<file path="src/sv/cdcf_pkg.sv">
package cdcf_pkg;

  // sequencer states of the top level
  typedef enum logic [2:0] {
    S_IDLE,
    S_READ,
    S_MAC,
    S_DIV,
    S_PUSH
  } state_t;

  // handshake between the sequencer and a multi-cycle unit
  typedef struct packed {
    logic busy;
    logic done;
  } unit_status_t;

  // configuration register indexes
  localparam int CFG_IDX_BITS = 3;
  localparam logic [CFG_IDX_BITS-1:0] REG_KERN_TOP    = 3'd0;
  localparam logic [CFG_IDX_BITS-1:0] REG_KERN_MIDDLE = 3'd1;
  localparam logic [CFG_IDX_BITS-1:0] REG_KERN_BOTTOM = 3'd2;
  localparam logic [CFG_IDX_BITS-1:0] REG_DIVISOR     = 3'd3;
  localparam logic [CFG_IDX_BITS-1:0] REG_WIDTH       = 3'd4;
  localparam logic [CFG_IDX_BITS-1:0] REG_HEIGHT      = 3'd5;

  // register and field widths
  localparam int KERN_BITS    = 48;
  localparam int FIELD_BITS   = 16;
  localparam int DIV_BITS     = 16;
  localparam int WID_REG_BITS = 11;
  localparam int HGT_BITS     = 13;
  localparam int ROW_BITS     = 12;
  localparam int COL_OUT_BITS = 10;
  localparam int OUT_BITS     = 8;

  // geometry limits
  localparam int MIN_DIM    = 3;
  localparam int MAX_HEIGHT = 4096;

  // taps of the 3x3 window
  localparam int MAC_TAPS = 9;

  // output clamp ceiling
  localparam logic [OUT_BITS-1:0] OUT_MAX = 8'd255;

  // register reset values (identity kernel, no division)
  localparam logic [KERN_BITS-1:0]    KERN_MID_RST = 48'h0000_0001_0000;
  localparam logic [DIV_BITS-1:0]     DIV_RST      = 16'd1;
  localparam logic [WID_REG_BITS-1:0] WIDTH_RST    = 11'd1024;
  localparam logic [HGT_BITS-1:0]     HEIGHT_RST   = 13'd768;

endpackage

</file>
<file path="src/sv/cdcf_div.sv">
module cdcf_div #(
  parameter int NW = 27
) (
  input  logic                              clk,
  input  logic                              rst,
  input  logic                              start,
  input  logic [NW-1:0]                     dividend,
  input  logic [cdcf_pkg::DIV_BITS-1:0]     divisor,
  output cdcf_pkg::unit_status_t            status,
  output logic [NW-1:0]                     quotient
);

  localparam int DW = cdcf_pkg::DIV_BITS;
  localparam int CB = $clog2(NW + 1);

  logic [DW-1:0] rem;
  logic [DW-1:0] dsr;
  logic [CB-1:0] cnt;
  logic          busy;
  logic          done;
  logic [DW:0]   shifted;
  logic [DW:0]   diff;
  logic          ge;

  assign status = '{busy: busy, done: done};

  // one restoring step: bring down the next dividend bit
  always_comb begin
    shifted = {rem, quotient[NW-1]};
    diff    = shifted - {1'b0, dsr};
    ge      = shifted >= {1'b0, dsr};
  end

  // control
  always_ff @(posedge clk) begin
    if (rst) begin
      busy <= 1'b0;
      done <= 1'b0;
      cnt  <= '0;
    end else begin
      done <= 1'b0;
      if (start) begin
        busy <= 1'b1;
        cnt  <= CB'(NW);
      end else if (busy) begin
        cnt <= cnt - CB'(1);
        if (cnt == CB'(1)) begin
          busy <= 1'b0;
          done <= 1'b1;
        end
      end
    end
  end

  // datapath: quotient bits shift in where dividend bits shift out
  always_ff @(posedge clk) begin
    if (start) begin
      quotient <= dividend;
      rem      <= '0;
      dsr      <= divisor;
    end else if (busy) begin
      rem      <= ge ? diff[DW-1:0] : shifted[DW-1:0];
      quotient <= {quotient[NW-2:0], ge};
    end
  end

endmodule

</file>
<file path="config.mk">
export PLATFORM = sky130hd
export DESIGN_NAME = cdcf_div
export DESIGN_NICKNAME = d
export VERILOG_FILES = /design/src/sv/cdcf_pkg.sv /design/src/sv/cdcf_div.sv
export SDC_FILE = /design/constraint.sdc
export NUM_CORES = 1
export LEC_CHECK = 0
export BUFFER_PORTS_ARGS = -buffer_cell sky130_fd_sc_hd__buf_2
export CAP_MARGIN = 20
export CORE_MARGIN = 4
export CORE_UTILIZATION = 57
export CTS_CLUSTER_DIAMETER = 30
export DETAILED_ROUTE_END_ITERATION = 8
export GPL_TIMING_DRIVEN = 0
export PLACE_DENSITY = 0.83
export SLEW_MARGIN = 30
export SYNTH_ARGS = -nofsm -noshare
export SYNTH_HDL_FRONTEND = slang
export SYNTH_SLANG_ARGS = --single-unit
</file>
<file path="constraint.sdc">
create_clock -name clk -period 6.1 [get_ports clk]
set_input_delay 0.61 -clock clk [delete_from_list [all_inputs] [get_ports clk]]
set_output_delay 0.61 -clock clk [all_outputs]
set_load 0.02 [all_outputs]
</file>
# After elaboration in Yosys (flattened, before gate mapping)
# Index checks and enable logic that the tools add are counted.
# classes
add_sub_neg	2
order_cmp	1
muxes	9
n_eq_ne	1
n_bitwise	1
reduce_logical	3
# ops
operator	count
two-way mux 27 bit	2
>= comparator 17 x 16 -> 1 bit	1
two-way mux 16 bit	1
subtractor 16 bit	1
two-way mux 5 bit	2
== test 5 x 1 -> 1 bit, second input constant	1
subtractor 5 x 1 -> 5 bit, second input constant	1
two-way mux 1 bit	4
OR reduction 3 bit	1
nonzero test 2 bit	1
OR reduction 2 bit	1
inverter 1 bit	1
# word_totals
word_cells	24
input_bits	46
out_inout_bits	29
reg_bits	66

# Longest topological paths before layout
# logic_depth
word_depth	4
depth_mapped	11
mapped_depth_nobuf	11

# Least setup slack after synthesis
# Ideal clock, no wire load.
# synth_path
kind	reg2reg
from	register quotient[26]
to	register rem[11]
t_required_ns	5.964
synth_period_minus_slack_ns	2.494
setup_slack_ns	3.606
arrival_time_ns	2.359
path_stages_with_launch	12
n_path_buf	1
cell_sequence	edfxtp_1 -> inv_1 -> ha_1 -> inv_1 -> a21o_1 -> a221o_1 -> a21oi_2 -> o21ai_1 -> a41oi_4 -> buf_6 -> mux2i_1 -> a211oi_2
# synth_via
elab_chain_cells	2
elab_cells_between_ends	3
cone_classes	add/sub (1); order compare (1); mux (1)
# synth_lines
item	line	rtl
from (decl)	cdcf_div.sv:10	output logic [NW-1:0] quotient
from (signal assigned)	cdcf_div.sv:58	quotient <= dividend;
from (signal assigned)	cdcf_div.sv:63	quotient <= {quotient[NW-2:0], ge};
subtractor 16 bit / >= comparator 17 x 16 -> 1 bit (equally long branches)	cdcf_div.sv:30, cdcf_div.sv:31	
two-way mux 16 bit (*)	cdcf_div.sv:62	rem <= ge ? diff[DW-1:0] : shifted[DW-1:0];
to (signal assigned)	cdcf_div.sv:62	
to (decl)	cdcf_div.sv:16	logic [DW-1:0] rem;
# Every way passes the cells marked *; elsewhere a longest branch is shown, timed or not.
# A chain may end at the register's enable or synchronous reset.

# Worst setup path in the final report
# layout_path
from	register dsr[1]
to	register rem[11]
# layout_via
elab_chain_cells	2
elab_cells_between_ends	3
cone_classes	add/sub (1); order compare (1); mux (1)
# layout_lines
item	line	rtl
from (decl)	cdcf_div.sv:17	logic [DW-1:0] dsr;
from (signal assigned)	cdcf_div.sv:60	dsr <= divisor;
subtractor 16 bit / >= comparator 17 x 16 -> 1 bit (equally long branches)	cdcf_div.sv:30, cdcf_div.sv:31	
two-way mux 16 bit (*)	cdcf_div.sv:62	
# Marks and branches as above.

==> run_results.csv <==
group,metric,value,unit
run_status,outcome,"complete, no violations",
worst_setup_path,cp_slowest_cell,"edfxtp_1",
hold_path,min_from,"divisor[4]",
worst_setup_path,arrival,3060,ps
sta,fin_setup_tns,0,ps
power_and_ir_drop,power_density,288.9,nW/um^2
clock_network,clk_latency,360,ps
worst_setup_path,slowest_delay,440,ps
hold_path,min_path_type,"in2reg",
logic_synthesis,ys_dominant_reg_cell,"edfxtp_1",
sta,period_share,46.58,%
cells_and_area,antenna_cells,0,
cells_and_area,layout.cells.non_filler,462,
logic_synthesis,synthTopCellsByArea,"edfxtp_1 (38%), dfxtp_1 (13%), mux2_2 (8.6%), ha_1 (6.6%), xor2_1 (2.8%)",
global_routing,gr-usage-met2,38.63,%
placement,post-dp-hpwl,5.513,mm
logic_synthesis,muxShareOfSynthArea,10.91,%
global_routing,grtUsageTotal,22.59,%
cells_and_area,seqCellArea,1752,um^2
power_and_ir_drop,vdd_drop_max,0.2229,mV
routing,vias_per_cell,5.671,
worst_setup_path,reg2reg_from,"dsr[1]",
worst_setup_path,path_max_fanout,10,
clock_network,path_clk_slew,80,ps
routing,dr_total_vias,2620,
sta,finalSetupViolCount,0,
clock_network,cts_buffers,9,
clock_network,cts_setup_buffers,0,
global_routing,grt-busiest-layer,"met2",
hold_path,holdPathEnd,"dsr[4]",
logic_synthesis,synth_edf_count,43,
worst_setup_path,start_kind,"flip-flop",
clock_network,cts_resized,0,
worst_setup_path,required,6320,ps
flow_run,drv_cap,0,
power_and_ir_drop,p_leak,1.873,nW
logic_synthesis,netlist-cell-type-count,46,
logic_synthesis,syn_avg_cell_area,11.39,um^2
cells_and_area,multiInputGateArea,1511,um^2
floorplan,dieWidth,85.44,um
floorplan,dieArea,7300,um^2
routing,drc,0,
floorplan,start_util,60.23,%
logic_synthesis,seq_area_frac_synth,51.24,%
clock_network,cts.hold.buffers_added,0,
clock_network,cts.path.max_buffers,2,
floorplan,fp.dieH,85.44,um
worst_setup_path,reg2reg_slack,3260,ps
logic_synthesis,synthAdderAreaFrac,7.174,%
sta,rsz0062_at_grt,"no",
worst_setup_path,crit_chain,"inv_1 -> ha_1 -> a21o_1 -> a221o_1 -> a21oi_2 -> o21ai_1 -> a41oi_4 -> buf_6 -> mux2i_1 -> a211oi_2",
placement,place_congestion,0.8892,
sta,fmax,352.0,MHz
logic_synthesis,syn-num-nets,365,
cells_and_area,layout.nets,450,
logic_synthesis,ys_seq_elements,66,
logic_synthesis,yosysTopAreaCell,"edfxtp_1",
clock_network,clock_sinks,66,
global_routing,gr-total-overflow,0,
global_routing,grt_first_pass_wirelength,12.74,mm
cells_and_area,fillerInstances,416,
worst_setup_path,critical_path_class,"reg2reg",
cells_and_area,area_growth,20.28,%
logic_synthesis,async_reset_ff_share,0,%
logic_synthesis,ys_warn_count,0,
global_routing,grt_max_degree,28,
worst_setup_path,ff2ff_path_depth,10,
sta,maxSlewViolCount,0,
logic_synthesis,netlist_top_cells_count,"edfxtp_1 (43), mux2_2 (26), nor2_1 (25)",
clock_network,cts_tree,"done",
worst_setup_path,end_kind,"flip-flop",
sta,max_slew_margin,58.75,%
cells_and_area,layout-drive-gt1-share,32.05,%
routing,routed_wl,7.851,mm
global_routing,grt_use_met1,26.10,%
logic_synthesis,yosysTopAreaCellShare,37.77,%
sta,hold_viol,0,
logic_synthesis,syn_inst,300,
logic_synthesis,syn_area,3418,um^2
placement,placedCellCount,446,
floorplan,fp-row-count,27,
placement,numPortBuffers,74,
logic_synthesis,synth-simple-area-share,9.444,%
sta,fin_skew,11.92,ps
worst_setup_path,cp_num_buf_inv,2,
logic_synthesis,synth-xor-area-share,3.843,%
routing,final_antenna_net_count,0,
logic_synthesis,yosysMostFrequentCell,"edfxtp_1",
sta,tightest_slew,618.8,ps
routing,firstDrtPassIters,4,
logic_synthesis,synth_top_family_by_area,"compound AO/OA/AOI/OAI gates",
routing,wire_per_inst,16.99,um
worst_setup_path,cpLargestDelayFamily,"compound AO/OA/AOI/OAI gates",
logic_synthesis,synth_compound_area_share,12.85,%
routing,drt_iter0_markers,167,
global_routing,grt_pass1_vias,2689,
power_and_ir_drop,power,0.001188,W
global_routing,grt_util_met3,6.019,%
global_routing,antenna_found_initial,0,
clock_network,cts.htree.levels,3,
floorplan,ioPinCount,75,
sta,period_minus_slack,2841,ps
worst_setup_path,regToRegEndpoint,"rem[11]",
floorplan,core,5675,um^2
clock_network,cts_root_buffer,"clkbuf_8",
hold_path,min_path_cells,1,
[per-stage QoR]
stage | util [%] | cell area, um^2 | worst slack [ps] | hold slack [ps]
floorplan | - | 3418 | 3606 | 437.3
global placement | 68.34 | 3879 | 3223 | 454.6
detailed placement | 68.34 | 3879 | 3136 | 465.1
CTS | 72.44 | 4111 | 3291 | 413.8
global route | 72.44 | 4111 | 3139 | 404.6
finish | 72.44 | 4111 | 3259 | 426.4
[state kept, by name, summed over array words and instances, names as in the netlist]
signal    cells
busy          1
cnt           5
done          1
dsr          16
quotient     27
rem          16
[placed cells by master (no fill, tap or decap), types with 9 or more instances in the layout]
cell type and instances:
nor2_1 25, clkbuf_1 10, ha_1 18, a21oi_1 14, xor2_1 11, clkbuf_8 9, nand2_1 15, mux2_2 26
inv_1 22, dfxtp_1 23, buf_2 75, edfxtp_1 43, nand3_1 11, a21o_1 9
[worst max-delay path by stage]
stage                      start  cells after the start           end  slack [ps]
detailed placement         start                      5  quotient[12]        3140
global route        quotient[26]                     11        rem[9]        3140
finish                    dsr[1]                     10       rem[11]        3260
global placement           start                      5  quotient[13]        3220
floorplan           quotient[26]                     11       rem[11]        3610
CTS                       dsr[1]                      9   quotient[0]        3290
[layout make-up]
class | instances | share of cell area, %
sequential | 66 | 42.61
timing repair buffer | 74 | 9.008
multi-input combinational | 197 | 36.76
clock inverter | 7 | 2.648
clock buffer | 9 | 3.013
buffer | 14 | 1.674
tap | 72 | 2.191
inverter | 23 | 2.100
[layer usage]
metal,routed length (um),vias to the layer above
li1,-,1265
met1,3268,1250
met2,3933,84
met3,406,21
met4,242,0
met5,0,-
[cell families (layout without fill, tap and decap cells)]
logic type	Yosys count	after routing
DFF	66	66
adders and majority gates	19	19
buffers and inverters	37	127
xor gates and xnor gates	15	15
AOI/OAI and AO/OA	61	61
and+or+nand+nor	68	68
muxes	34	34
[power breakdown]
group | internal, W | total [W] | switching [W]
logic | 0.0000902 | 0.000217 | 0.000127
registers | 0.000519 | 0.000539 | 0.0000200
clock network | 0.000239 | 0.000432 | 0.000193
total | 0.000848 | 0.00119 | 0.000340
(Power assumes the default switching activity.)
