[config.mk]
export PLATFORM = sky130hd
export DESIGN_NAME = cdcf_mac
export DESIGN_NICKNAME = d
export VERILOG_FILES = /design/src/sv/cdcf_pkg.sv /design/src/sv/cdcf_mac.sv
export SDC_FILE = /design/constraint.sdc
export NUM_CORES = 1
export LEC_CHECK = 0
export BUFFER_PORTS_ARGS = -buffer_cell sky130_fd_sc_hd__buf_2
export CAP_MARGIN = 30
export CORE_ASPECT_RATIO = 0.8
export CORE_MARGIN = 5
export CORE_UTILIZATION = 59
export CTS_CLUSTER_DIAMETER = 120
export DETAILED_ROUTE_END_ITERATION = 7
export GPL_TIMING_DRIVEN = 0
export PLACE_DENSITY = 0.83
export SYNTH_ARGS = -nofsm -noshare
export SYNTH_HDL_FRONTEND = slang
export SYNTH_SLANG_ARGS = --single-unit
[constraint.sdc]
create_clock -name clk -period 9.83 [get_ports clk]
set_input_delay 0.983 -clock clk [delete_from_list [all_inputs] [get_ports clk]]
set_output_delay 0.983 -clock clk [all_outputs]
set_load 0.05 [all_outputs]
[src/sv/cdcf_pkg.sv]
package cdcf_pkg;

  // sequencer states of the top level
  typedef enum logic [2:0] {
    S_IDLE,
    S_READ,
    S_MAC,
    S_DIV,
    S_PUSH
  } state_t;

  // handshake between the sequencer and a multi-cycle unit
  typedef struct packed {
    logic busy;
    logic done;
  } unit_status_t;

  // configuration register indexes
  localparam int CFG_IDX_BITS = 3;
  localparam logic [CFG_IDX_BITS-1:0] REG_KERN_TOP    = 3'd0;
  localparam logic [CFG_IDX_BITS-1:0] REG_KERN_MIDDLE = 3'd1;
  localparam logic [CFG_IDX_BITS-1:0] REG_KERN_BOTTOM = 3'd2;
  localparam logic [CFG_IDX_BITS-1:0] REG_DIVISOR     = 3'd3;
  localparam logic [CFG_IDX_BITS-1:0] REG_WIDTH       = 3'd4;
  localparam logic [CFG_IDX_BITS-1:0] REG_HEIGHT      = 3'd5;

  // register and field widths
  localparam int KERN_BITS    = 48;
  localparam int FIELD_BITS   = 16;
  localparam int DIV_BITS     = 16;
  localparam int WID_REG_BITS = 11;
  localparam int HGT_BITS     = 13;
  localparam int ROW_BITS     = 12;
  localparam int COL_OUT_BITS = 10;
  localparam int OUT_BITS     = 8;

  // geometry limits
  localparam int MIN_DIM    = 3;
  localparam int MAX_HEIGHT = 4096;

  // taps of the 3x3 window
  localparam int MAC_TAPS = 9;

  // output clamp ceiling
  localparam logic [OUT_BITS-1:0] OUT_MAX = 8'd255;

  // register reset values (identity kernel, no division)
  localparam logic [KERN_BITS-1:0]    KERN_MID_RST = 48'h0000_0001_0000;
  localparam logic [DIV_BITS-1:0]     DIV_RST      = 16'd1;
  localparam logic [WID_REG_BITS-1:0] WIDTH_RST    = 11'd1024;
  localparam logic [HGT_BITS-1:0]     HEIGHT_RST   = 13'd768;

endpackage

[src/sv/cdcf_mac.sv]
module cdcf_mac #(
  parameter int PIXEL_BITS = 8,
  parameter int COEF_BITS  = 16
) (
  input  logic                                         clk,
  input  logic                                         rst,
  input  logic                                         start,
  input  logic [2:0][cdcf_pkg::KERN_BITS-1:0]          kern,
  input  logic [2:0][2:0][PIXEL_BITS-1:0]              win,
  output cdcf_pkg::unit_status_t                       status,
  output logic signed [PIXEL_BITS+COEF_BITS+3:0]       sum
);

  localparam int SW  = PIXEL_BITS + COEF_BITS + 4;
  localparam int PW  = PIXEL_BITS + COEF_BITS + 1;
  localparam int EXT = SW - PW;

  logic [3:0]                          step;
  logic [1:0]                          kr;
  logic [1:0]                          kc;
  logic                                busy;
  logic                                done;
  logic [cdcf_pkg::KERN_BITS-1:0]      row_sel;
  logic [cdcf_pkg::FIELD_BITS-1:0]     field_sel;
  logic [PIXEL_BITS-1:0]               pix_sel;
  logic signed [COEF_BITS-1:0]         coef_sel;
  logic signed [PW-1:0]                prod;

  assign status = '{busy: busy, done: done};

  // pick the kernel row and the pixel of the current tap
  always_comb begin
    case (kr)
      2'd1:    row_sel = kern[1];
      2'd2:    row_sel = kern[2];
      default: row_sel = kern[0];
    endcase
    case (kc)
      2'd1:    field_sel = row_sel[2*cdcf_pkg::FIELD_BITS-1:cdcf_pkg::FIELD_BITS];
      2'd2:    field_sel = row_sel[3*cdcf_pkg::FIELD_BITS-1:2*cdcf_pkg::FIELD_BITS];
      default: field_sel = row_sel[cdcf_pkg::FIELD_BITS-1:0];
    endcase
    coef_sel = field_sel[COEF_BITS-1:0];
    case ({kr, kc})
      4'b00_01: pix_sel = win[0][1];
      4'b00_10: pix_sel = win[0][2];
      4'b01_00: pix_sel = win[1][0];
      4'b01_01: pix_sel = win[1][1];
      4'b01_10: pix_sel = win[1][2];
      4'b10_00: pix_sel = win[2][0];
      4'b10_01: pix_sel = win[2][1];
      4'b10_10: pix_sel = win[2][2];
      default:  pix_sel = win[0][0];
    endcase
  end

  // control: nine multiply steps, then one last accumulate
  always_ff @(posedge clk) begin
    if (rst) begin
      busy <= 1'b0;
      done <= 1'b0;
      step <= '0;
      kr   <= '0;
      kc   <= '0;
    end else begin
      done <= 1'b0;
      if (start) begin
        busy <= 1'b1;
        step <= '0;
        kr   <= '0;
        kc   <= '0;
      end else if (busy) begin
        step <= step + 4'd1;
        if (kc == 2'd2) begin
          kc <= '0;
          kr <= kr + 2'd1;
        end else begin
          kc <= kc + 2'd1;
        end
        if (step == 4'(cdcf_pkg::MAC_TAPS)) begin
          busy <= 1'b0;
          done <= 1'b1;
        end
      end
    end
  end

  // product register, then accumulator
  always_ff @(posedge clk) begin
    if (start) begin
      sum <= '0;
    end else if (busy) begin
      if (step < 4'(cdcf_pkg::MAC_TAPS)) begin
        prod <= $signed({1'b0, pix_sel}) * coef_sel;
      end
      if (step != 4'd0) begin
        sum <= sum + {{EXT{prod[PW-1]}}, prod};
      end
    end
  end

endmodule

Word level (Yosys, flattened, before mapping)
Index checks and enable logic that the tools add are counted.
W data, S select, Z words.
{"block": "word_totals", "ff_bits": 63, "inputBits": 219, "out_inout_bits": 30, "word_cells": 42}
{"block": "classes", "add_sub_neg": 4, "n_mul": 1, "magnitude_cmp": 1, "n_eq_ne": 13, "muxes": 8, "bitwise": 2, "reduce_logical": 6}
{"op": "$pmux W48 S2", "count": 1}
{"op": "$pmux W8 S8", "count": 1}
{"op": "$pmux W16 S2", "count": 1}
{"op": "$add A28 B28 Y28", "count": 1}
{"op": "$mul A9 B16 Y25", "count": 1}
{"op": "$eq A4 B4 Y1 const B", "count": 4}
{"op": "$eq A4 B3 Y1 const B", "count": 3}
{"op": "$add A2 B1 Y2 const B", "count": 2}
{"op": "$add A4 B1 Y4 const B", "count": 1}
{"op": "$eq A2 B1 Y1 const B", "count": 2}
{"op": "$eq A2 B2 Y1 const B", "count": 2}
{"op": "$eq A4 B1 Y1 const B", "count": 1}
{"op": "$eq A4 B2 Y1 const B", "count": 1}
{"op": "$lt A4 B4 Y1 const B", "count": 1}
{"op": "$mux W1", "count": 4}
{"op": "$reduce_and A2 Y1", "count": 2}
{"op": "$reduce_bool A4 Y1", "count": 1}
{"op": "$reduce_and A3 Y1", "count": 1}
{"op": "$reduce_or A3 Y1", "count": 1}
{"op": "$mux W2", "count": 1}
{"op": "$not A1 Y1", "count": 2}
{"op": "$reduce_or A2 Y1", "count": 1}

Depth between registers and ports, before layout
{"block": "depth", "ltp_word": 4, "mapped_depth": 28, "depth_no_buf": 24}

Least setup slack after synthesis
No wires, ideal clock.
{"block": "synth_path", "path_kind": "register to register", "start": "reg kc[0]", "end": "reg prod[22], data pin", "setup_time_ns": 0.259, "t_arrival_ns": 5.972, "required_time_ns": 9.571, "setup_slack_ns": 3.599, "stages_incl_launch_ff": 28, "path_buffers": 4, "synth_period_minus_slack_ns": 6.231, "cell_sequence": "dfxtp_1 inv_1 ha_1 buf_4 buf_2 buf_2 a222oi_1 o2111ai_1 o21ai_1 clkbuf_1 nor2_1 fa_1 inv_1 fa_1 inv_1 fa_1 inv_1 fa_1 inv_1 ha_1 o21a_1 a2111oi_2 o21ai_1 o2111ai_2 a21bo_2 a21oi_1 nor4b_1 a211o_1"}
{"block": "synth_between", "elab_chain_len": 3, "elab_cells_between_ends": 13, "cone_classes": "mul (1); eq/ne (10); mux (2)"}
{"item": "from (decl)", "line_no": "cdcf_mac.sv:20", "text": "logic [1:0] kc;"}
{"item": "from (signal assigned)", "line_no": "cdcf_mac.sv:78", "text": "kc <= kc + 2'd1;"}
{"item": "$eq A4 B4 Y1 (tied with other cells)", "line_no": "cdcf_mac.sv:44", "text": "case ({kr, kc})"}
{"item": "$pmux W8 S8 / $pmux W16 S2 (equally long branches)", "line_no": "cdcf_mac.sv:44, cdcf_mac.sv:38"}
{"item": "$mul A9 B16 Y25 *", "line_no": "cdcf_mac.sv:94", "text": "prod <= $signed({1'b0, pix_sel}) * coef_sel;"}
{"item": "to (signal assigned)", "line_no": "cdcf_mac.sv:94"}
{"item": "to (decl)", "line_no": "cdcf_mac.sv:27", "text": "logic signed [PW-1:0] prod;"}
Mark *: on every way between the ends. The rest lies on a longest branch, timed or not.
A chain may end at the register's enable or synchronous reset.

Final worst setup path
Same ends and word-level chain as after synthesis.

==> metrics.cfg <==
[routing]
ant_nets = 0
first_pass_iters = 8
drcViolationCount = 5
vias_per_cell = 6.07
drtIter0Drc = 1050
drt_wl_total_um = 34400
dr_total_vias = 10141
routedWlPerCell_um = 20.6

[sta]
max_freq_ghz = 0.131
fin_ws_ps = 2180
period_minus_slack_ps = 7650
setup_viol = 0
max-slew-margin-rel_pct = 40.3
min_period_over_period_pct = 77.8
finalHoldViolCount = 0
drv_slew = 0
whs_ps = 477
fin_worst_skew_ps = 12.1
worst_pin_slew_ps = 895
fin_setup_tns_ps = 0
rsz0062_at_grt = false

[pwr]
p_int_mw = 1.50
p_comb_share_pct = 72.2
clock_power_share_pct = 12.0
p_switching_mw = 1.35
max-vdd-ir-drop_mv = 0.239
p_total_mw = 2.85
powerDensity_nw_per_um2 = 243
p_sw_share_pct = 47.3
leakagePower_nw = 5.66
power_frac_seq_pct = 15.8

[placement]
dpl.hpwl_um = 28800
pre_cts_ws_ps = 2290
place_inst = 1653
gp_congestion = 1.08
port-buffer-count = 247
dpl_cell_area_um2 = 11400

[min_path]
min_from = kr[1]
holdPathEnd = kr[1]
min_path_type = flip-flop to flip-flop
hold_depth = 2

[status]
outcome = finished, violations left
violations = design-rule violations

[logic_synthesis]
netlist_area_um2 = 9860
postSynth.asyncResetShare_pct = 0
yosys-top-cells-count = inv_1 (179), nor2_1 (126), fa_1 (103), ha_1 (88), nand2_1 (75)
ys_seq_elements = 63
synth.largest_area_cell = fa_1
synth.most_common_cell = inv_1
syn_inst = 1185
synth_area_leaders = fa_1 (21%), ha_1 (11%), dfxtp_1 (7.7%)
synth_edf_count = 25
yosys_warnings = 0
ys_types = 77
avgSynthCellArea_um2 = 8.32
ys_seq_area_share_pct = 15.3
syn_nets = 1595
ys.flop_type = dfxtp_1
synth_top_area_share_pct = 20.9

[cts]
clock_sinks = 63
post_cts.repair.setup_buffers = 0
clk_latency_ps = 330
cts_buffer_depth = 2
postCtsHoldBufs = 0
cts.clk_slew.worst_paths_ps = 60
cts-buffers-inserted = 9
cts_max_level = 3
cts_tree = built
post_cts_resized = 0
root_buffer = clkbuf_16

[die]
rows = 42
core_area_um2 = 16500
die-area_um2 = 19400
die_width_um = 155
die_height_um = 126
io-pin-count = 249
initial_core_util_pct = 59.8

[setup_path]
worstSetupEndpointType = flip-flop
regToRegStartpoint = kc[0]
cp_max_fo = 10
slowest_delay_ps = 710
timing.critical_path.arrival_ps = 7720
r2r_end = prod[22]
slowest_stage = a222oi_1
cp_cell_sequence = inv_1 -> ha_1 -> buf_4 -> clkbuf_1 -> a222oi_1 -> o2111ai_1 -> o21ai_1 -> clkbuf_1 -> nor2_1 -> fa_1 -> fa_1 -> fa_1 -> inv_1 -> fa_1 -> inv_1 -> ha_1 -> nand3_1 -> o21bai_1 -> o21ai_1 -> o2111ai_2 -> a21bo_2 -> a21oi_1 -> nor4b_1 -> a211o_1
worstSetupStartpointType = flip-flop
critPathRequiredTime_ps = 9900
rr_worst_depth = 24
crit_path_frequent_cell = fa_1
reg2reg_slack_ps = 2180
worstSetupPathType = flip-flop to flip-flop
crit_start = kc[0]

[layout]
design_area_um2 = 11700
fin_util_pct = 71.0
final_cells = 1670
nNetsFinal = 1854
syn2layout_area_growth_pct = 18.9
drive_above_1_share_pct = 21.7

[global_routing]
grt-ovfl-total = 0
track_usage_pct = 34.4
grt_max_degree = 23
grt_pass1_vias = 9818
grt_pass1_wl_um = 53300
grt_antenna_before_repair = 1

[run]
max_cap_violations = 0

==> power groups by stage <==
stage	clock network [mW]	logic, mW	registers, mW
floorplan	0	1.55	0.450
global placement	0	1.94	0.452
detailed placement	0	2.02	0.453
CTS	0.344	2.04	0.449
global route	0.356	2.35	0.453
finish	0.342	2.06	0.451
==> cell usage in the layout, fill, tap and decap left out, drive strengths merged, types with 18 or more instances in the layout <==
cell | netlist | routed
nand2 | 75 | 75
nor2 | 126 | 126
fa | 103 | 103
clkbuf | 38 | 47
a222oi | 25 | 25
dfxtp | 38 | 38
xnor2 | 25 | 25
a22oi | 19 | 19
a211oi | 28 | 28
inv | 179 | 180
nand2b | 36 | 36
buf | 26 | 274
a21oi | 71 | 71
nand3 | 22 | 22
o21ai | 38 | 38
nor3 | 18 | 18
ha | 88 | 88
edfxtp | 25 | 25
==> how the worst max path moves through the flow <==
stage,end,slack (ps)
floorplan,prod[22],3600
global placement,prod[22],2390
detailed placement,prod[22],2290
CTS,prod[22],2260
global route,prod[22],1710
finish,prod[22],2180
==> flip-flops by register name, summed over array words and instances, names as in the netlist <==
signal / cells
sum: 28
prod: 25
step: 4
kc: 2
kr: 2
busy: 1
done: 1
==> metal layers <==
layer  vias to the layer above  wire (µm)  track usage (%)
met4                         0       1230             10.5
met5                         -          0                0
met3                        71       3780             6.34
met2                       581      14800             52.0
met1                      4861      14600             50.6
li1                       4628          -                -
==> worst max-delay path, delay by kind of cell (launching register included) <==
family / cells / cell delay (ps)
buf+inv: 6 / 1250
fa+ha+maj: 6 / 2710
flops: 1 / 380
simple gates: 3 / 340
compound gates: 9 / 2700
==> cells by family after synthesis <==
logic type	synth area share (%)
AND/OR/NAND/NOR	16.9
multiplexers	0.520
XOR/XNOR	3.38
buffers and inverters	9.72
flip-flops	15.3
adder cells (fa/ha/maj)	32.1
AO/OA/AOI/OAI	22.1
==> area by class of cell <==
cell class                      count  area (µm²)
Buffer                             64         287
Sequential cell                    63        1510
Timing Repair Buffer              248        1250
Inverter                          179         672
Antenna cell                        1        2.50
Fill cell                        1386        4780
Tap cell                          220         275
Multi-Input combinational cell    879        7400
Clock inverter                      7        96.3
Clock buffer                        9         225
No activity file was read; power rests on OpenSTA's default activity.
